<file path="config.mk">
export PLATFORM = sky130hd
export DESIGN_NAME = rect_clip_subtract_intersect_flat
export DESIGN_NICKNAME = d
export VERILOG_FILES = /design/src/hw/rtl/rcsi_pkg.sv /design/src/hw/rtl/rcsi_rect_if.sv /design/src/hw/rtl/rcsi_piece_if.sv /design/src/hw/rtl/rcsi_geom.sv /design/src/hw/rtl/rect_clip_subtract_intersect.sv /design/src/flat_wrapper.sv
export SDC_FILE = /design/constraint.sdc
export NUM_CORES = 1
export LEC_CHECK = 0
export BUFFER_PORTS_ARGS = -buffer_cell sky130_fd_sc_hd__buf_4
export CAP_MARGIN = 20
export CORE_UTILIZATION = 55
export CTS_CLUSTER_DIAMETER = 50
export DETAILED_ROUTE_END_ITERATION = 8
export PLACE_DENSITY = 0.76
export SYNTH_ARGS = -nofsm -noshare
export SYNTH_HDL_FRONTEND = slang
export SYNTH_SLANG_ARGS = --single-unit
</file>
<file path="constraint.sdc">
create_clock -name i_clk -period 14.2 [get_ports i_clk]
set_input_delay 0.71 -clock i_clk [delete_from_list [all_inputs] [get_ports i_clk]]
set_output_delay 0.71 -clock i_clk [all_outputs]
set_load 0.02 [all_outputs]
</file>
<file path="src/hw/rtl/rcsi_pkg.sv">
`timescale 1ns / 1ps

package rcsi_pkg;

    localparam int COORD_BITS = 16;
    localparam int NUM_PIECES = 8;
    localparam int CFG_IDX_BITS = 3;
    localparam int PIECE_IDX_BITS = $clog2(NUM_PIECES);

    localparam logic [CFG_IDX_BITS-1:0] REG_CLIP_LEFT   = 3'd0;
    localparam logic [CFG_IDX_BITS-1:0] REG_CLIP_TOP    = 3'd1;
    localparam logic [CFG_IDX_BITS-1:0] REG_CLIP_RIGHT  = 3'd2;
    localparam logic [CFG_IDX_BITS-1:0] REG_CLIP_BOTTOM = 3'd3;
    localparam logic [CFG_IDX_BITS-1:0] REG_OP_MODE     = 3'd4;

    localparam logic MODE_SUBTRACT  = 1'b0;
    localparam logic MODE_INTERSECT = 1'b1;

    typedef logic signed [COORD_BITS-1:0] t_coord;

    typedef struct packed {
        t_coord left;
        t_coord top;
        t_coord right;
        t_coord bottom;
    } t_rect;

    typedef struct packed {
        t_rect [NUM_PIECES-1:0] cand;
        logic  [NUM_PIECES-1:0] mask;
        logic                   chg;
    } t_geom;

endpackage

</file>
<file path="src/hw/rtl/rcsi_rect_if.sv">
`timescale 1ns / 1ps

interface rcsi_rect_if import rcsi_pkg::*; ();
    logic   valid;
    logic   ready;
    t_coord rect_left;
    t_coord rect_top;
    t_coord rect_right;
    t_coord rect_bottom;
    logic   list_start;

    modport source (
        output valid, rect_left, rect_top, rect_right, rect_bottom, list_start,
        input  ready
    );
    modport sink (
        input  valid, rect_left, rect_top, rect_right, rect_bottom, list_start,
        output ready
    );
endinterface

</file>
<file path="src/hw/rtl/rcsi_piece_if.sv">
`timescale 1ns / 1ps

interface rcsi_piece_if import rcsi_pkg::*; ();
    logic   valid;
    logic   ready;
    t_coord piece_left;
    t_coord piece_top;
    t_coord piece_right;
    t_coord piece_bottom;
    logic   piece_valid;
    logic   piece_last;
    logic   rect_changed;
    logic   list_changed;

    modport source (
        output valid, piece_left, piece_top, piece_right, piece_bottom,
               piece_valid, piece_last, rect_changed, list_changed,
        input  ready
    );
    modport sink (
        input  valid, piece_left, piece_top, piece_right, piece_bottom,
               piece_valid, piece_last, rect_changed, list_changed,
        output ready
    );
endinterface

</file>
<file path="src/hw/rtl/rcsi_geom.sv">
`timescale 1ns / 1ps

module rcsi_geom import rcsi_pkg::*; (
    input  t_rect i_rect,
    input  t_rect i_clip,
    input  logic  i_mode,
    output t_geom o_geom
);

    t_coord il, it, ir, ib;
    logic   ov_empty;
    t_rect  r;
    t_rect  ov;
    t_rect  sub [NUM_PIECES];
    logic   [NUM_PIECES-1:0] sub_mask;

    function automatic t_rect mk(t_coord l, t_coord t, t_coord rr, t_coord b);
        t_rect x;
        x.left   = l;
        x.top    = t;
        x.right  = rr;
        x.bottom = b;
        return x;
    endfunction

    always_comb begin
        r  = i_rect;
        il = (r.left > i_clip.left) ? r.left : i_clip.left;
        it = (r.top > i_clip.top) ? r.top : i_clip.top;
        ir = (r.right < i_clip.right) ? r.right : i_clip.right;
        ib = (r.bottom < i_clip.bottom) ? r.bottom : i_clip.bottom;
        ov_empty = (ir <= il) || (ib <= it);
        ov = mk(il, it, ir, ib);

        sub[0] = mk(r.left, r.top, il, it);
        sub[1] = mk(il, r.top, ir, it);
        sub[2] = mk(ir, r.top, r.right, it);
        sub[3] = mk(r.left, it, il, ib);
        sub[4] = mk(ir, it, r.right, ib);
        sub[5] = mk(r.left, ib, il, r.bottom);
        sub[6] = mk(il, ib, ir, r.bottom);
        sub[7] = mk(ir, ib, r.right, r.bottom);

        for (int i = 0; i < NUM_PIECES; i++) begin
            sub_mask[i] = (sub[i].left < sub[i].right) && (sub[i].top < sub[i].bottom);
            o_geom.cand[i] = sub[i];
        end

        if (i_mode == MODE_SUBTRACT) begin
            if (!ov_empty) begin
                o_geom.mask = sub_mask;
                o_geom.chg  = 1'b1;
            end else begin
                o_geom.cand[0] = r;
                o_geom.mask    = NUM_PIECES'(1);
                o_geom.chg     = 1'b0;
            end
        end else begin
            o_geom.cand[0] = ov;
            if (ov_empty) begin
                o_geom.mask = '0;
                o_geom.chg  = 1'b1;
            end else begin
                o_geom.mask = NUM_PIECES'(1);
                o_geom.chg  = (ov != r);
            end
        end
    end

endmodule

</file>
<file path="src/hw/rtl/rect_clip_subtract_intersect.sv">
`timescale 1ns / 1ps

// Channel   Dir  Handshake      Payload
// i_rect    in   valid/ready    rect_left/top/right/bottom, list_start
// o_piece   out  valid/ready    piece_left/top/right/bottom, piece_valid,
//                               piece_last, rect_changed, list_changed
// cfg       in   i_cfg_we       i_cfg_idx, i_cfg_data (no read-back)
//
// One result per cycle unless o_piece stalls: a rectangle gives one to
// eight results: one per piece, or a lone empty result if there is none.
// A rectangle giving one result is taken every cycle unless o_piece stalls.
// Reset is synchronous: clip registers, mode and list flag clear to zero.
// i_rect.ready drops while pieces of the held rectangle remain or the
// output register is stalled.

module rect_clip_subtract_intersect import rcsi_pkg::*; (
    input  logic                     i_clk,
    input  logic                     i_rst_n,
    input  logic                     i_cfg_we,
    input  logic [CFG_IDX_BITS-1:0]  i_cfg_idx,
    input  logic [COORD_BITS-1:0]    i_cfg_data,
    rcsi_rect_if.sink                i_rect,
    rcsi_piece_if.source             o_piece
);

    t_rect r_clip;
    logic  r_mode;
    logic  r_flag;

    logic                  r_v;
    t_rect                 r_rect;
    logic                  r_ls;
    logic [NUM_PIECES-1:0] r_done;

    logic   r_ov;
    t_rect  r_out;
    logic   r_pv, r_last, r_rchg, r_lchg;

    t_geom                     geom;
    logic [NUM_PIECES-1:0]     rem;
    logic [PIECE_IDX_BITS-1:0] sel;
    logic                      last;
    logic                      lc;
    logic                      out_ok;
    logic                      emit;
    logic                      take;

    rcsi_geom u_geom (
        .i_rect (r_rect),
        .i_clip (r_clip),
        .i_mode (r_mode),
        .o_geom (geom)
    );

    always_comb begin
        rem = geom.mask & ~r_done;
        sel = '0;
        for (int i = NUM_PIECES - 1; i >= 0; i--) begin
            if (rem[i]) begin
                sel = PIECE_IDX_BITS'(i);
            end
        end
        last   = ((rem & (rem - NUM_PIECES'(1))) == '0);
        lc     = (r_ls ? 1'b0 : r_flag) | geom.chg;
        out_ok = !r_ov || o_piece.ready;
        emit   = r_v && out_ok;
        take   = i_rect.valid && i_rect.ready;
    end

    assign i_rect.ready = !r_v || (out_ok && last);

    always_ff @(posedge i_clk) begin
        if (!i_rst_n) begin
            r_clip <= '0;
            r_mode <= MODE_SUBTRACT;
        end else if (i_cfg_we) begin
            case (i_cfg_idx)
                REG_CLIP_LEFT:   r_clip.left   <= t_coord'(i_cfg_data);
                REG_CLIP_TOP:    r_clip.top    <= t_coord'(i_cfg_data);
                REG_CLIP_RIGHT:  r_clip.right  <= t_coord'(i_cfg_data);
                REG_CLIP_BOTTOM: r_clip.bottom <= t_coord'(i_cfg_data);
                REG_OP_MODE:     r_mode        <= i_cfg_data[0];
                default: ;
            endcase
        end
    end

    always_ff @(posedge i_clk) begin
        if (!i_rst_n) begin
            r_v    <= 1'b0;
            r_done <= '0;
            r_flag <= 1'b0;
        end else begin
            if (emit && last) begin
                r_flag <= lc;
            end
            if (take) begin
                r_v    <= 1'b1;
                r_done <= '0;
            end else if (emit && last) begin
                r_v <= 1'b0;
            end else if (emit) begin
                r_done[sel] <= 1'b1;
            end
        end
    end

    always_ff @(posedge i_clk) begin
        if (take) begin
            r_rect.left   <= i_rect.rect_left;
            r_rect.top    <= i_rect.rect_top;
            r_rect.right  <= i_rect.rect_right;
            r_rect.bottom <= i_rect.rect_bottom;
            r_ls          <= i_rect.list_start;
        end
    end

    always_ff @(posedge i_clk) begin
        if (!i_rst_n) begin
            r_ov <= 1'b0;
        end else if (emit) begin
            r_ov <= 1'b1;
        end else if (o_piece.ready) begin
            r_ov <= 1'b0;
        end
    end

    always_ff @(posedge i_clk) begin
        if (emit) begin
            if (geom.mask == '0) begin
                r_out <= '0;
                r_pv  <= 1'b0;
            end else begin
                r_out <= geom.cand[sel];
                r_pv  <= 1'b1;
            end
            r_last <= last;
            r_rchg <= geom.chg;
            r_lchg <= lc;
        end
    end

    assign o_piece.valid        = r_ov;
    assign o_piece.piece_left   = r_out.left;
    assign o_piece.piece_top    = r_out.top;
    assign o_piece.piece_right  = r_out.right;
    assign o_piece.piece_bottom = r_out.bottom;
    assign o_piece.piece_valid  = r_pv;
    assign o_piece.piece_last   = r_last;
    assign o_piece.rect_changed = r_rchg;
    assign o_piece.list_changed = r_lchg;

    a_hold_pending: assert property (@(posedge i_clk) disable iff (!i_rst_n)
        (emit && !last) |=> r_v)
        else $error("rectangle released with pieces pending");

    a_done_subset: assert property (@(posedge i_clk) disable iff (!i_rst_n)
        r_v |-> ((r_done & ~geom.mask) == '0))
        else $error("emitted piece outside candidate mask");

    a_list_flag: assert property (@(posedge i_clk) disable iff (!i_rst_n)
        (r_ov && r_rchg) |-> r_lchg)
        else $error("list flag misses rectangle change");

    a_empty_last: assert property (@(posedge i_clk) disable iff (!i_rst_n)
        (r_ov && !r_pv) |-> (r_last && r_rchg))
        else $error("empty result must be last and changed");

endmodule
</file>
<file path="src/flat_wrapper.sv">
// flat-port wrapper written by rule: the top's interface ports become plain ports
module rect_clip_subtract_intersect_flat import rcsi_pkg::*;
  (i_clk, i_rst_n, i_cfg_we, i_cfg_idx, i_cfg_data, i_rect_valid, i_rect_rect_left, i_rect_rect_top, i_rect_rect_right, i_rect_rect_bottom, i_rect_list_start, i_rect_ready, o_piece_valid, o_piece_piece_left, o_piece_piece_top, o_piece_piece_right, o_piece_piece_bottom, o_piece_piece_valid, o_piece_piece_last, o_piece_rect_changed, o_piece_list_changed, o_piece_ready);
  rcsi_rect_if i_rect_i ();
  rcsi_piece_if o_piece_i ();
  input  logic i_clk;
  input  logic i_rst_n;
  input  logic i_cfg_we;
  input  logic [CFG_IDX_BITS-1:0] i_cfg_idx;
  input  logic [COORD_BITS-1:0] i_cfg_data;
  input wire logic [$bits(i_rect_i.valid)-1:0] i_rect_valid;
  input wire logic [$bits(i_rect_i.rect_left)-1:0] i_rect_rect_left;
  input wire logic [$bits(i_rect_i.rect_top)-1:0] i_rect_rect_top;
  input wire logic [$bits(i_rect_i.rect_right)-1:0] i_rect_rect_right;
  input wire logic [$bits(i_rect_i.rect_bottom)-1:0] i_rect_rect_bottom;
  input wire logic [$bits(i_rect_i.list_start)-1:0] i_rect_list_start;
  output wire logic [$bits(i_rect_i.ready)-1:0] i_rect_ready;
  output wire logic [$bits(o_piece_i.valid)-1:0] o_piece_valid;
  output wire logic [$bits(o_piece_i.piece_left)-1:0] o_piece_piece_left;
  output wire logic [$bits(o_piece_i.piece_top)-1:0] o_piece_piece_top;
  output wire logic [$bits(o_piece_i.piece_right)-1:0] o_piece_piece_right;
  output wire logic [$bits(o_piece_i.piece_bottom)-1:0] o_piece_piece_bottom;
  output wire logic [$bits(o_piece_i.piece_valid)-1:0] o_piece_piece_valid;
  output wire logic [$bits(o_piece_i.piece_last)-1:0] o_piece_piece_last;
  output wire logic [$bits(o_piece_i.rect_changed)-1:0] o_piece_rect_changed;
  output wire logic [$bits(o_piece_i.list_changed)-1:0] o_piece_list_changed;
  input wire logic [$bits(o_piece_i.ready)-1:0] o_piece_ready;
  assign i_rect_i.valid = i_rect_valid;
  assign i_rect_i.rect_left = i_rect_rect_left;
  assign i_rect_i.rect_top = i_rect_rect_top;
  assign i_rect_i.rect_right = i_rect_rect_right;
  assign i_rect_i.rect_bottom = i_rect_rect_bottom;
  assign i_rect_i.list_start = i_rect_list_start;
  assign i_rect_ready = i_rect_i.ready;
  assign o_piece_valid = o_piece_i.valid;
  assign o_piece_piece_left = o_piece_i.piece_left;
  assign o_piece_piece_top = o_piece_i.piece_top;
  assign o_piece_piece_right = o_piece_i.piece_right;
  assign o_piece_piece_bottom = o_piece_i.piece_bottom;
  assign o_piece_piece_valid = o_piece_i.piece_valid;
  assign o_piece_piece_last = o_piece_i.piece_last;
  assign o_piece_rect_changed = o_piece_i.rect_changed;
  assign o_piece_list_changed = o_piece_i.list_changed;
  assign o_piece_i.ready = o_piece_ready;
  rect_clip_subtract_intersect u_core (.i_clk(i_clk), .i_rst_n(i_rst_n), .i_cfg_we(i_cfg_we), .i_cfg_idx(i_cfg_idx), .i_cfg_data(i_cfg_data), .i_rect(i_rect_i), .o_piece(o_piece_i));
endmodule
</file>
# After elaboration in Yosys (flattened, before gate mapping)
# Cells that the tools add are included.
totals:
  ff_bits: 209
  input_bits: 89
  word_cells: 105
classes:
  add_sub_neg: 1
  n_lt_le_gt_ge: 14
  n_eq_ne: 5
  muxes: 26
  bitwise_logic: 7
  n_reduce_logical: 30
op_table:
  columns: ["op", "count"]
  rows:
  - ["binary-select mux 64 bit (select 3 bit)", 1]
  - ["< comparator 16 bit", 8]
  - ["2-to-1 mux 73 bit", 1]
  - ["2-to-1 mux 16 bit", 4]
  - ["2-to-1 mux 64 bit", 1]
  - ["!= test 64 bit", 1]
  - ["> comparator 16 bit", 2]
  - ["<= comparator 16 bit", 2]
  - ["2-to-1 mux 32 bit", 1]
  - ["2-to-1 mux 3 bit", 8]
  - ["AND 8 bit", 2]
  - ["logical NOT 8 bit", 2]
  - ["logical AND 1 bit", 13]
  - ["AND reduction 2 bit", 6]
  - ["2-to-1 mux 9 bit", 1]
  - ["inverter 8 bit", 1]
  - ["bitwise OR 8 bit", 1]
  - ["subtractor 8 x 1 -> 8 bit, second input constant", 1]
  - ["2-to-1 mux 1 bit", 7]
  - ["== test 3 x 2 -> 1 bit, second input constant", 2]
  - ["< comparator 3 x 4 -> 1 bit, second input constant", 1]
  - ["nonzero test 2 bit", 2]
  - ["demux 1 bit (select 3 bit)", 1]
  - ["== test 3 x 1 -> 1 bit, second input constant", 1]
  - ["9 further kinds", 13]

# Longest topological paths before layout
# Gate-level depths: netlist of run 1.
depth:
  ltp_word: 20
  mapped_depth: 27

# By module
# From an unflattened synthesis of run 1, not the netlist that was laid out.
unflattened:
  hier_cells: 2720
  area_unflattened_um2: 20319.5
by_module_without_submodules:
  columns: ["mod", "instances", "cells_each", "area_each_um2", "seq_area_each_um2"]
  rows:
  - ["rect_clip_subtract_intersect", 1, 1427, 11183.2, 5515.3]
  - ["rcsi_geom", 1, 1293, 9136.3, 0.0]

# Least setup slack after synthesis of run 1
# No wires, ideal clock.
synth_timing:
  path_type: "register to register"
  from: "reg u_core.r_rect[63] in the netlist's numbering"
  to: "reg u_core.r_ls (enable)"
  setup_time_ns: 0.430
  arrival_time_ns: 7.422
  slack_ns: 6.348
  path_stages_with_launch: 25
  path_cell_list: "edfxtp_1 -> ha_1 -> nand4_2 -> or4_4 -> a21oi_2 -> nor3_1 -> nor2b_1 -> clkbuf_1 -> clkbuf_1 -> mux2i_1 -> inv_1 -> ha_1 -> a21o_1 -> a21o_1 -> a21oi_1 -> o21ai_0 -> a211oi_1 -> a32o_1 -> nand3_2 -> buf_6 -> o21a_1 -> o21a_1 -> buf_6 -> o21ai_0 -> and2_1"
synth_via:
  elab_chain_len: 13
synth_rtl:
  columns: ["element", "line", "source"]
  rows:
  - ["start, declared", "rect_clip_subtract_intersect.sv:31", "t_rect r_rect;"]
  - ["> comparator 16 bit", "rcsi_geom.sv:28", "il = (r.left > i_clip.left) ? r.left : i_clip.left;"]
  - ["2-to-1 mux 16 bit", "rcsi_geom.sv:28", null]
  - ["< comparator 16 bit or <= comparator 16 bit (tied branches)", "rcsi_geom.sv:45, rcsi_geom.sv:32", null]
  - ["logical AND 1 bit or logical OR 1 bit (tied branches)", "rcsi_geom.sv:45, rcsi_geom.sv:32", null]
  - ["2-to-1 mux 9 bit or 2-to-1 mux 2 bit (tied branches)", "rcsi_geom.sv:50, rcsi_geom.sv:60", null]
  - ["2-to-1 mux 73 bit (*)", "rcsi_geom.sv:49", "if (i_mode == MODE_SUBTRACT) begin"]
  - ["AND 8 bit (*)", "rect_clip_subtract_intersect.sv:56", "rem = geom.mask & ~r_done;"]
  - ["subtractor 8 x 1 -> 8 bit", "rect_clip_subtract_intersect.sv:63", "last = ((rem & (rem - NUM_PIECES'(1))) == '0);"]
  - ["AND 8 bit (*)", "rect_clip_subtract_intersect.sv:63", null]
  - ["logical NOT 8 bit (*)", "rect_clip_subtract_intersect.sv:63", null]
  - ["logical AND 1 bit (*)", "rect_clip_subtract_intersect.sv:70", "assign i_rect.ready = !r_v || (out_ok && last);"]
  - ["logical OR 1 bit (*)", "rect_clip_subtract_intersect.sv:70", null]
  - ["via i_rect_ready", "flat_wrapper.sv:17", "output wire logic [$bits(i_rect_i.ready)-1:0] i_rect_ready;"]
  - ["logical AND 1 bit (*)", "rect_clip_subtract_intersect.sv:67", "take = i_rect.valid && i_rect.ready;"]
  - ["via u_core.take", "rect_clip_subtract_intersect.sv:46", "logic take;"]
  - ["end signal, assigned", "rect_clip_subtract_intersect.sv:114", "r_ls <= i_rect.list_start;"]
  - ["end, declared", "rect_clip_subtract_intersect.sv:32", "logic r_ls;"]
# The timed path passes the listed nets; every way through them passes the cells marked *.
# A chain may end at the register's enable or synchronous reset.

# Final worst setup path of run 1
layout_timing:
  from: "reg u_core.r_rect[47] in the netlist's numbering"
  to: "reg u_core.r_rect[24] in the netlist's numbering (enable)"
layout_via:
  elab_chain_len: 13
layout_rtl:
  columns: ["element", "line", "source"]
  rows:
  - ["> comparator 16 bit", "rcsi_geom.sv:29", "it = (r.top > i_clip.top) ? r.top : i_clip.top;"]
  - ["2-to-1 mux 16 bit", "rcsi_geom.sv:29", null]
  - ["< comparator 16 bit or <= comparator 16 bit (tied branches)", "rcsi_geom.sv:45, rcsi_geom.sv:32", null]
  - ["logical AND 1 bit or logical OR 1 bit (tied branches)", "rcsi_geom.sv:45, rcsi_geom.sv:32", null]
  - ["2-to-1 mux 9 bit or 2-to-1 mux 2 bit (tied branches)", "rcsi_geom.sv:50, rcsi_geom.sv:60", null]
  - ["2-to-1 mux 73 bit (*)", "rcsi_geom.sv:49", null]
  - ["AND 8 bit (*)", "rect_clip_subtract_intersect.sv:56", null]
  - ["subtractor 8 x 1 -> 8 bit", "rect_clip_subtract_intersect.sv:63", null]
  - ["AND 8 bit (*)", "rect_clip_subtract_intersect.sv:63", null]
  - ["logical NOT 8 bit (*)", "rect_clip_subtract_intersect.sv:63", null]
  - ["logical AND 1 bit (*)", "rect_clip_subtract_intersect.sv:70", null]
  - ["logical OR 1 bit (*)", "rect_clip_subtract_intersect.sv:70", null]
  - ["logical AND 1 bit (*)", "rect_clip_subtract_intersect.sv:67", null]
  - ["via u_core.take", "rect_clip_subtract_intersect.sv:46", null]
# Marked as above.

==> results of run 1 <==
-- per-stage QoR --
| stage | total power [uW] | setup slack, ps | std cells |
|---|---|---|---|
| 2_1_floorplan | 1091 | 6348 | 1467 |
| 3_3_place_gp | 1270 | 6264 | 1907 |
| 3_5_place_dp | 1276 | 6134 | 1907 |
| 4_1_cts | 1992 | 6079 | 1955 |
| 5_1_grt | 2072 | 5493 | 1956 |
| 6_report | 1993 | 5854 | 1956 |
-- power by group --
group	switching (uW)	total [uW]	leakage [uW]	internal [uW]
sequential	25.9	726	0.00188	701
clock	275	715	0.000472	440
combinational	348	552	0.00448	204
total	649	1990	0.00684	1340
-- final cells by class --
| cell class | count | area [um2] | share of cell area [%] |
|---|---|---|---|
| clock inverter | 17 | 237.7 | 1.473 |
| tap | 324 | 405.4 | 2.512 |
| clock buffer | 31 | 719.4 | 4.458 |
| multi-input combinational | 1031 | 7346 | 45.52 |
| sequential | 209 | 5515 | 34.18 |
| timing repair buffer | 165 | 1239 | 7.676 |
| inverter | 179 | 674.4 | 4.179 |
-- worst max-delay path, delay by kind of cell, from the launching register on --
family | cells | cell delay, ps
buf+inv | 2 | 660
mux | 2 | 790
simple gates | 8 | 3450
flops | 1 | 470
fa+ha+maj | 2 | 780
compound gates | 6 | 1760
-- synthesized netlist by cell type (6+ instances only) --
master | count | area (um2)
nand2_1 | 213 | 799.5
inv_1 | 177 | 664.4
ha_1 | 174 | 2177
edfxtp_1 | 133 | 3994
a21oi_1 | 128 | 640.6
nor2_1 | 87 | 326.6
dfxtp_1 | 76 | 1521
mux2i_1 | 42 | 420.4
nand4_1 | 38 | 237.7
clkbuf_1 | 35 | 131.4
a221o_1 | 32 | 320.3
o21ai_0 | 23 | 115.1
o221ai_1 | 23 | 201.4
nand3_1 | 21 | 105.1
a21o_1 | 19 | 142.6
nor3_1 | 19 | 95.09
nor2b_1 | 14 | 87.58
nand2b_1 | 13 | 81.33
nor4_1 | 12 | 75.07
o211ai_1 | 11 | 82.58
o21a_1 | 11 | 82.58
a211oi_1 | 10 | 75.07
o221ai_2 | 10 | 150.1
a2111oi_0 | 8 | 70.07
mux2_2 | 8 | 90.09
a31oi_1 | 7 | 43.79
and2_1 | 7 | 43.79
o21bai_1 | 7 | 52.55
a211o_1 | 6 | 52.55
buf_2 | 6 | 30.03
or3_1 | 6 | 37.54
-- worst paths after layout --
| path | start | endpoint | slack (ps) | cells past startpoint |
|---|---|---|---|---|
| max | u_core.r_rect[47]$_DFFE_PP_ | u_core.r_rect[24]$_DFFE_PP_ | 5850 | 20 |
| min | i_rect_rect_left[9] | u_core.r_rect[57]$_DFFE_PP_ | 330 | 1 |
| max reg2reg | u_core.r_rect[47]$_DFFE_PP_ | u_core.r_rect[24]$_DFFE_PP_ | 5850 | 20 |
| min reg2reg | u_core.r_clip[28]$_SDFFE_PN0P_ | u_core.r_clip[28]$_SDFFE_PN0P_ | 460 | 2 |
-- layer usage --
layer	vias to the layer above	track usage (%)
met5	-	0
met4	0	10.56
met3	77	4.883
met2	505	51.40
met1	5720	44.40
li1	5630	-
-- flip-flops by register name, indices dropped and copies added (netlist names), 8 cells and up --
register and cells:
u_core.r_clip 64, u_core.r_rect 64, u_core.o_piece.piece_bottom 16, u_core.o_piece.piece_left 16
u_core.o_piece.piece_right 16, u_core.o_piece.piece_top 16, u_core.r_done 8
-- kinds of logic after synthesis --
| family | synth area share, % |
|---|---|
| adder cells (fa/ha/maj) | 15.92 |
| flip-flops | 40.15 |
| AND/OR/NAND/NOR | 16.05 |
| AO/OA/AOI/OAI | 17.50 |
| buffers and inverters | 6.494 |
| multiplexers | 3.825 |
| XOR/XNOR | 0.06376 |
==> results.md, run 1 <==
* First-pass GRT wire length at 63870 um
* Top Metal Used: met4
* Critical Path End Type: flop
* Hold WC Path Type: in2reg
* Initial core utilization at a little under three fifths
* FP Rows at 57
* Max Clock Skew at 14.05 ps
* Layout Nets at 1875
* Initial DRC Count at 1069
* Synth async-reset ratio at 0%
* Design Area, Final at approximately 16000 um2
* Total GRT Usage at 32.10%
* CP Data Arrival Time at 8540 ps
* Mapped Area at 13740 um2
* Setup tns final at 0 ps
* Startpoint Class: flop
* Post-synthesis sequential area ratio at approximately two fifths
* Post-CTS setup buffer count at 0
* Hpwl dp at 31990 um
* Hold Buf Count CTS at 0
* Main flop type after synthesis: edfxtp_1
* Status: complete, no violations
* Clock Path Buffers at 3
* Yosys cell types at 77
* Critical-path cell list: ha_1 -> nand4_1 -> or4_1 -> a21o_1 -> nand4_1 -> and2_1 -> mux2i_1 -> inv_1 -> ha_1 -> nand3_1 -> nor3_1 -> a21oi_1 -> mux2_2 -> a211oi_2 -> nand3_2 -> o21a_1 -> o21a_1 -> o21ai_0 -> and2_2 -> buf_4
* GP Congestion at 1.018
* Final hold violation count at 0
* Post-detailed-route count of antenna-violating nets at 0
* Crit-path max FO at 33
* Static Leak at 0.006840 uW
* Clock sinks at around 210
* Share of layout cells above drive strength 1 at 15.75%
* CP max stage delay at 800 ps
* Core area at 24390 um2
* I/O Pins at ~160
* VDD IR max at 0.1007 mV
* Commonest cells after routing, fill and taps aside: nand2_1, inv_1, ha_1
* Period Utilization, post-route at 58.77%
* Total grt overflow at 0
* WL/cell at 21.29 um
* Final WL at 41640 um
* Max-cap violations at 0
* Fillers at a little over 2k
* Min cycle time layout at 8346 ps
* Antenna violations before repair at 0
* Final Setup Violations at 0
* CP max stage cell: and2_2
* Root buf cell: clkbuf_16
* Worst-Margin Slew at 1074 ps
* H-Tree Level Count at 1
* Chip height at 160.0 um
* IO buf count at 158
* Pin count of the biggest net entering global routing at 74
* M1 WL at 18260 um
* Synth warn at 0
* Syn_area_per_cell at 9.365 um2
* Maximum clock rate at 119.8 MHz
* Worst path required time at 14390 ps
* Area Overhead vs Synth at 17.46%
* Worst-path clk slew at about 60 ps
* Final core occ at 66.16%
* Syn Nets at 1730
* Met3 wire len at 2994 um
* # diodes at 0
* Slew HR at 26.54%
* Critical path type: reg2reg
* Number of synthesized flops with an enable pin at 133
* CTS resizes at 0
* Syn Inst Count at between 1k and 1.5k
* P per Cell Area at 123.5 nW/um2
* Yosys reg bits at 209
* CTS tree: yes
* Max Transition Viols Final at 0
* DR DRC count at 0
* Die Wd at between 150 and 200 um
* Vias per cell at 6.100
* Most common cell after layout, fill and taps aside: nand2_1
* DIE AREA at 25610 um2
* Clk Latency, worst-skew pair at approximately 550 ps
* RSZ-0062 raised after global routing: no
* Placement Cell Area at ~15000 um2
* Hold slack at around 330 ps
* Number of global-route vias before repair at 11.38k
* Via Count at 11.93k
* Wire length on met2 at around 19000 um
* CTS Buf Count at 26
* Drt pass-1 iters at 5
Power figures use the tool's default switching activity.
==> inputs of run 2 (changes only) <==
==> constraint.sdc (replaced) <==
create_clock -name i_clk -period 8.44 [get_ports i_clk]
set_input_delay 0.422 -clock i_clk [delete_from_list [all_inputs] [get_ports i_clk]]
set_output_delay 0.422 -clock i_clk [all_outputs]
set_load 0.02 [all_outputs]
==> run 2 against run 1 <==
  * Final cell count increased by 0.77%
  * Die area unchanged
  * Routed wire length increased by 2.3%
  * Clock power increased by 72%
  * Critical path depth unchanged
  * Utilization increased by 0.41 points
  * Sequential share of layout area decreased by 0.21 points
  * Sequential cell count unchanged
  * Via count increased by 1.4%
  * Hold slack got worse by 300 ps
  * Combinational power increased by 68%
  * Register-to-register slack got worse by 5100 ps
  * Largest cell class unchanged
  * Largest power group unchanged
==> results.md, run 2 (synthesis gave the netlist of run 1 again) <==
* Maximum clock rate at 129.9 MHz
* Startpoint Class: flop
* Net Switching at around 1100 uW
* FP Rows at 57
* GR Layer Usage met3 at 5.818%
* M1 GR Usage at 44.65%
* Comb pwr share at about 27%
* Drt pass-1 iters at 6
* Final core occ at between 60% and 70%
* Clock Path Buffers at 3
* CTS Buf Count at 30
* Initial core utilization at between 50% and 60%
* Biggest regs: u_core.r_clip x64, u_core.r_rect x64
* Post-detailed-route count of antenna-violating nets at 0
* Worst Reg-to-Reg Cells at 20
* Initial DRC Count at approximately 1.1k
* Int Power at 2264 uW
* Clock sinks at 209
* CP Data Arrival Time at 8130 ps
* Layer with the highest usage: met2
* Static Leak at between 0.006 and 0.007 uW
* Via Count at about 12k
* Hold Buf Count CTS at 0
* Period Utilization, post-route at about nine tenths
* Setup tns final at 0 ps
* DR DRC count at 0
* Flop pwr share at a little over a third
* Net Sw Frac at 33.11%
* Clock share of power at 36.4%
* Core area at 24390 um2
* GP Congestion at 1.006
* Hold WC Path Type: in2reg
* Total grt overflow at 0
* Total GRT Usage at approximately a third
* Vias per cell at 6.139
* R2R Setup Slk at 740 ps
* P per Cell Area at between 200 and 250 nW/um2
* Crit-path max FO at 17
* R2r startpoint: u_core.r_rect[1]$_DFFE_PP_
* Worst path required time at slightly below 9000 ps
* Dpl ws at about 1100 ps
* Critical-path cell list: ha_1 -> a2111oi_0 -> or4_1 -> nand3_1 -> nor2_1 -> a21o_1 -> mux2i_1 -> inv_1 -> ha_1 -> nand4_1 -> nor2_1 -> a211oi_1 -> a21oi_1 -> o41ai_1 -> nand3_1 -> a211o_1 -> nor3_2 -> a31o_2 -> a21o_1 -> a221o_1
* CTS tree: yes
* CTS resizes at 0
* Clk Latency, worst-skew pair at between 500 and 600 ps
* Setup crit end: u_core.o_piece.piece_bottom[2]$_SDFFCE_PN0P_
* Post-CTS setup buffer count at 0
* Status: complete, no violations
* Met2 usage at 53.02%
* WL/cell at 21.62 um
* Layout Nets at 1886
* Worst Setup SP: u_core.r_rect[1]$_DFFE_PP_
* CP max stage delay at 840 ps
* Critical path type: reg2reg
* Root buf cell: clkbuf_16
* Setup ws final at approximately 740 ps
* Worst-Margin Slew at ~1100 ps
* Critical Path End Type: flop
* IO buf count at 158
* Max-cap violations at 0
* Max Clock Skew at between 20 and 30 ps
* I/O Pins at approximately 160
* Final WL at 42620 um
* First-pass GRT wire length at 65320 um
* H-Tree Level Count at 1
* Hpwl dp at 32250 um
* # diodes at 0
* Min cycle time layout at slightly below 8000 ps
* RSZ-0062 raised after global routing: no
* Die Wd at 160.0 um
* Worst reg2reg path endpoint: u_core.o_piece.piece_bottom[2]$_SDFFCE_PN0P_
* Area Overhead vs Synth at 18.18%
* Chip height at ~160 um
* Hold slack at 27.90 ps
* Max Transition Viols Final at 0
* Worst-path clk slew at 60 ps
* DIE AREA at 25610 um2
* Most common cell after layout, fill and taps aside: nand2_1
* Commonest cells after routing, fill and taps aside: nand2_1, inv_1, ha_1
* CP max stage cell: a2111oi_0
* Final hold violation count at 0
* Slew HR at 22.71%
* Pin count of the biggest net entering global routing at 71
* VDD IR max at ~0.19 mV
* Final Setup Violations at 0
* Number of global-route vias before repair at around 12k
* Share of layout cells above drive strength 1 at 16.21%
* Antenna violations before repair at 0
## run 2: cell count changes in the layout (fill, tap and decap cells not counted), sizes merged
cell      delta
clkinv       +1
buf          +7
bufinv       -3
clkinvlp     +1
inv          +1
clkbuf       +8
## run 2: power by group through the flow
| stage | clock (uW) | sequential (uW) | combinational, uW |
|---|---|---|---|
| 4_1_cts | 1240 | 1230 | 907 |
| 6_report | 1230 | 1230 | 925 |
| 5_1_grt | 1280 | 1230 | 1000 |
| 3_3_place_gp | 0 | 1250 | 891 |
| 2_1_floorplan | 0 | 1270 | 566 |
| 3_5_place_dp | 0 | 1250 | 898 |
## run 2: worst min path at each step
stage,startpoint,end,cells past startpoint,slack [ps]
after global routing,i_rect_rect_bottom[12],u_core.r_rect[12]$_DFFE_PP_,1,10
after CTS,i_rect_rect_bottom[12],u_core.r_rect[12]$_DFFE_PP_,1,10
after detailed placement,u_core.r_clip[29]$_SDFFE_PN0P_,u_core.r_clip[29]$_SDFFE_PN0P_,2,450
final,i_rect_rect_bottom[12],u_core.r_rect[12]$_DFFE_PP_,1,30
after global placement,u_core.r_clip[27]$_SDFFE_PN0P_,u_core.r_clip[27]$_SDFFE_PN0P_,2,440
after floorplan,u_core.r_done[7]$_SDFFE_PP0P_,u_core.r_done[7]$_SDFFE_PP0P_,2,430
## run 2: stage by stage
stage,power [uW],instance area (um2),std cells
2_1_floorplan,1836,13740,1467
3_3_place_gp,2138,15240,1914
3_5_place_dp,2144,15240,1914
4_1_cts,3376,16230,1970
5_1_grt,3517,16240,1971
6_report,3385,16240,1971
## run 2: routing by layer
metal | vias to the layer above | wire length [um]
li1 | 5647 | -
met1 | 5808 | 18230
met2 | 560 | 19660
met3 | 84 | 3575
met4 | 0 | 1149
met5 | - | 0
## run 2: cell type report
cell class | count | area, um2
repair buffers | 172 | 1304
inverters | 179 | 674.4
clock buffers | 39 | 837.1
clock inverters | 17 | 153.9
well taps | 324 | 405.4
fillers | 2031 | 8155
multi-input cells | 1031 | 7346
flip-flops and latches | 209 | 5515
## run 2: worst max-delay path: cells and delay by family (launching register included)
kind                       cells  cell delay [ps]
muxes                          1              420
DFF                            1              460
and+or+nand+nor                7             1460
adders and majority gates      2              670
buffers and inverters          1              110
AOI/OAI and AO/OA              9             4420
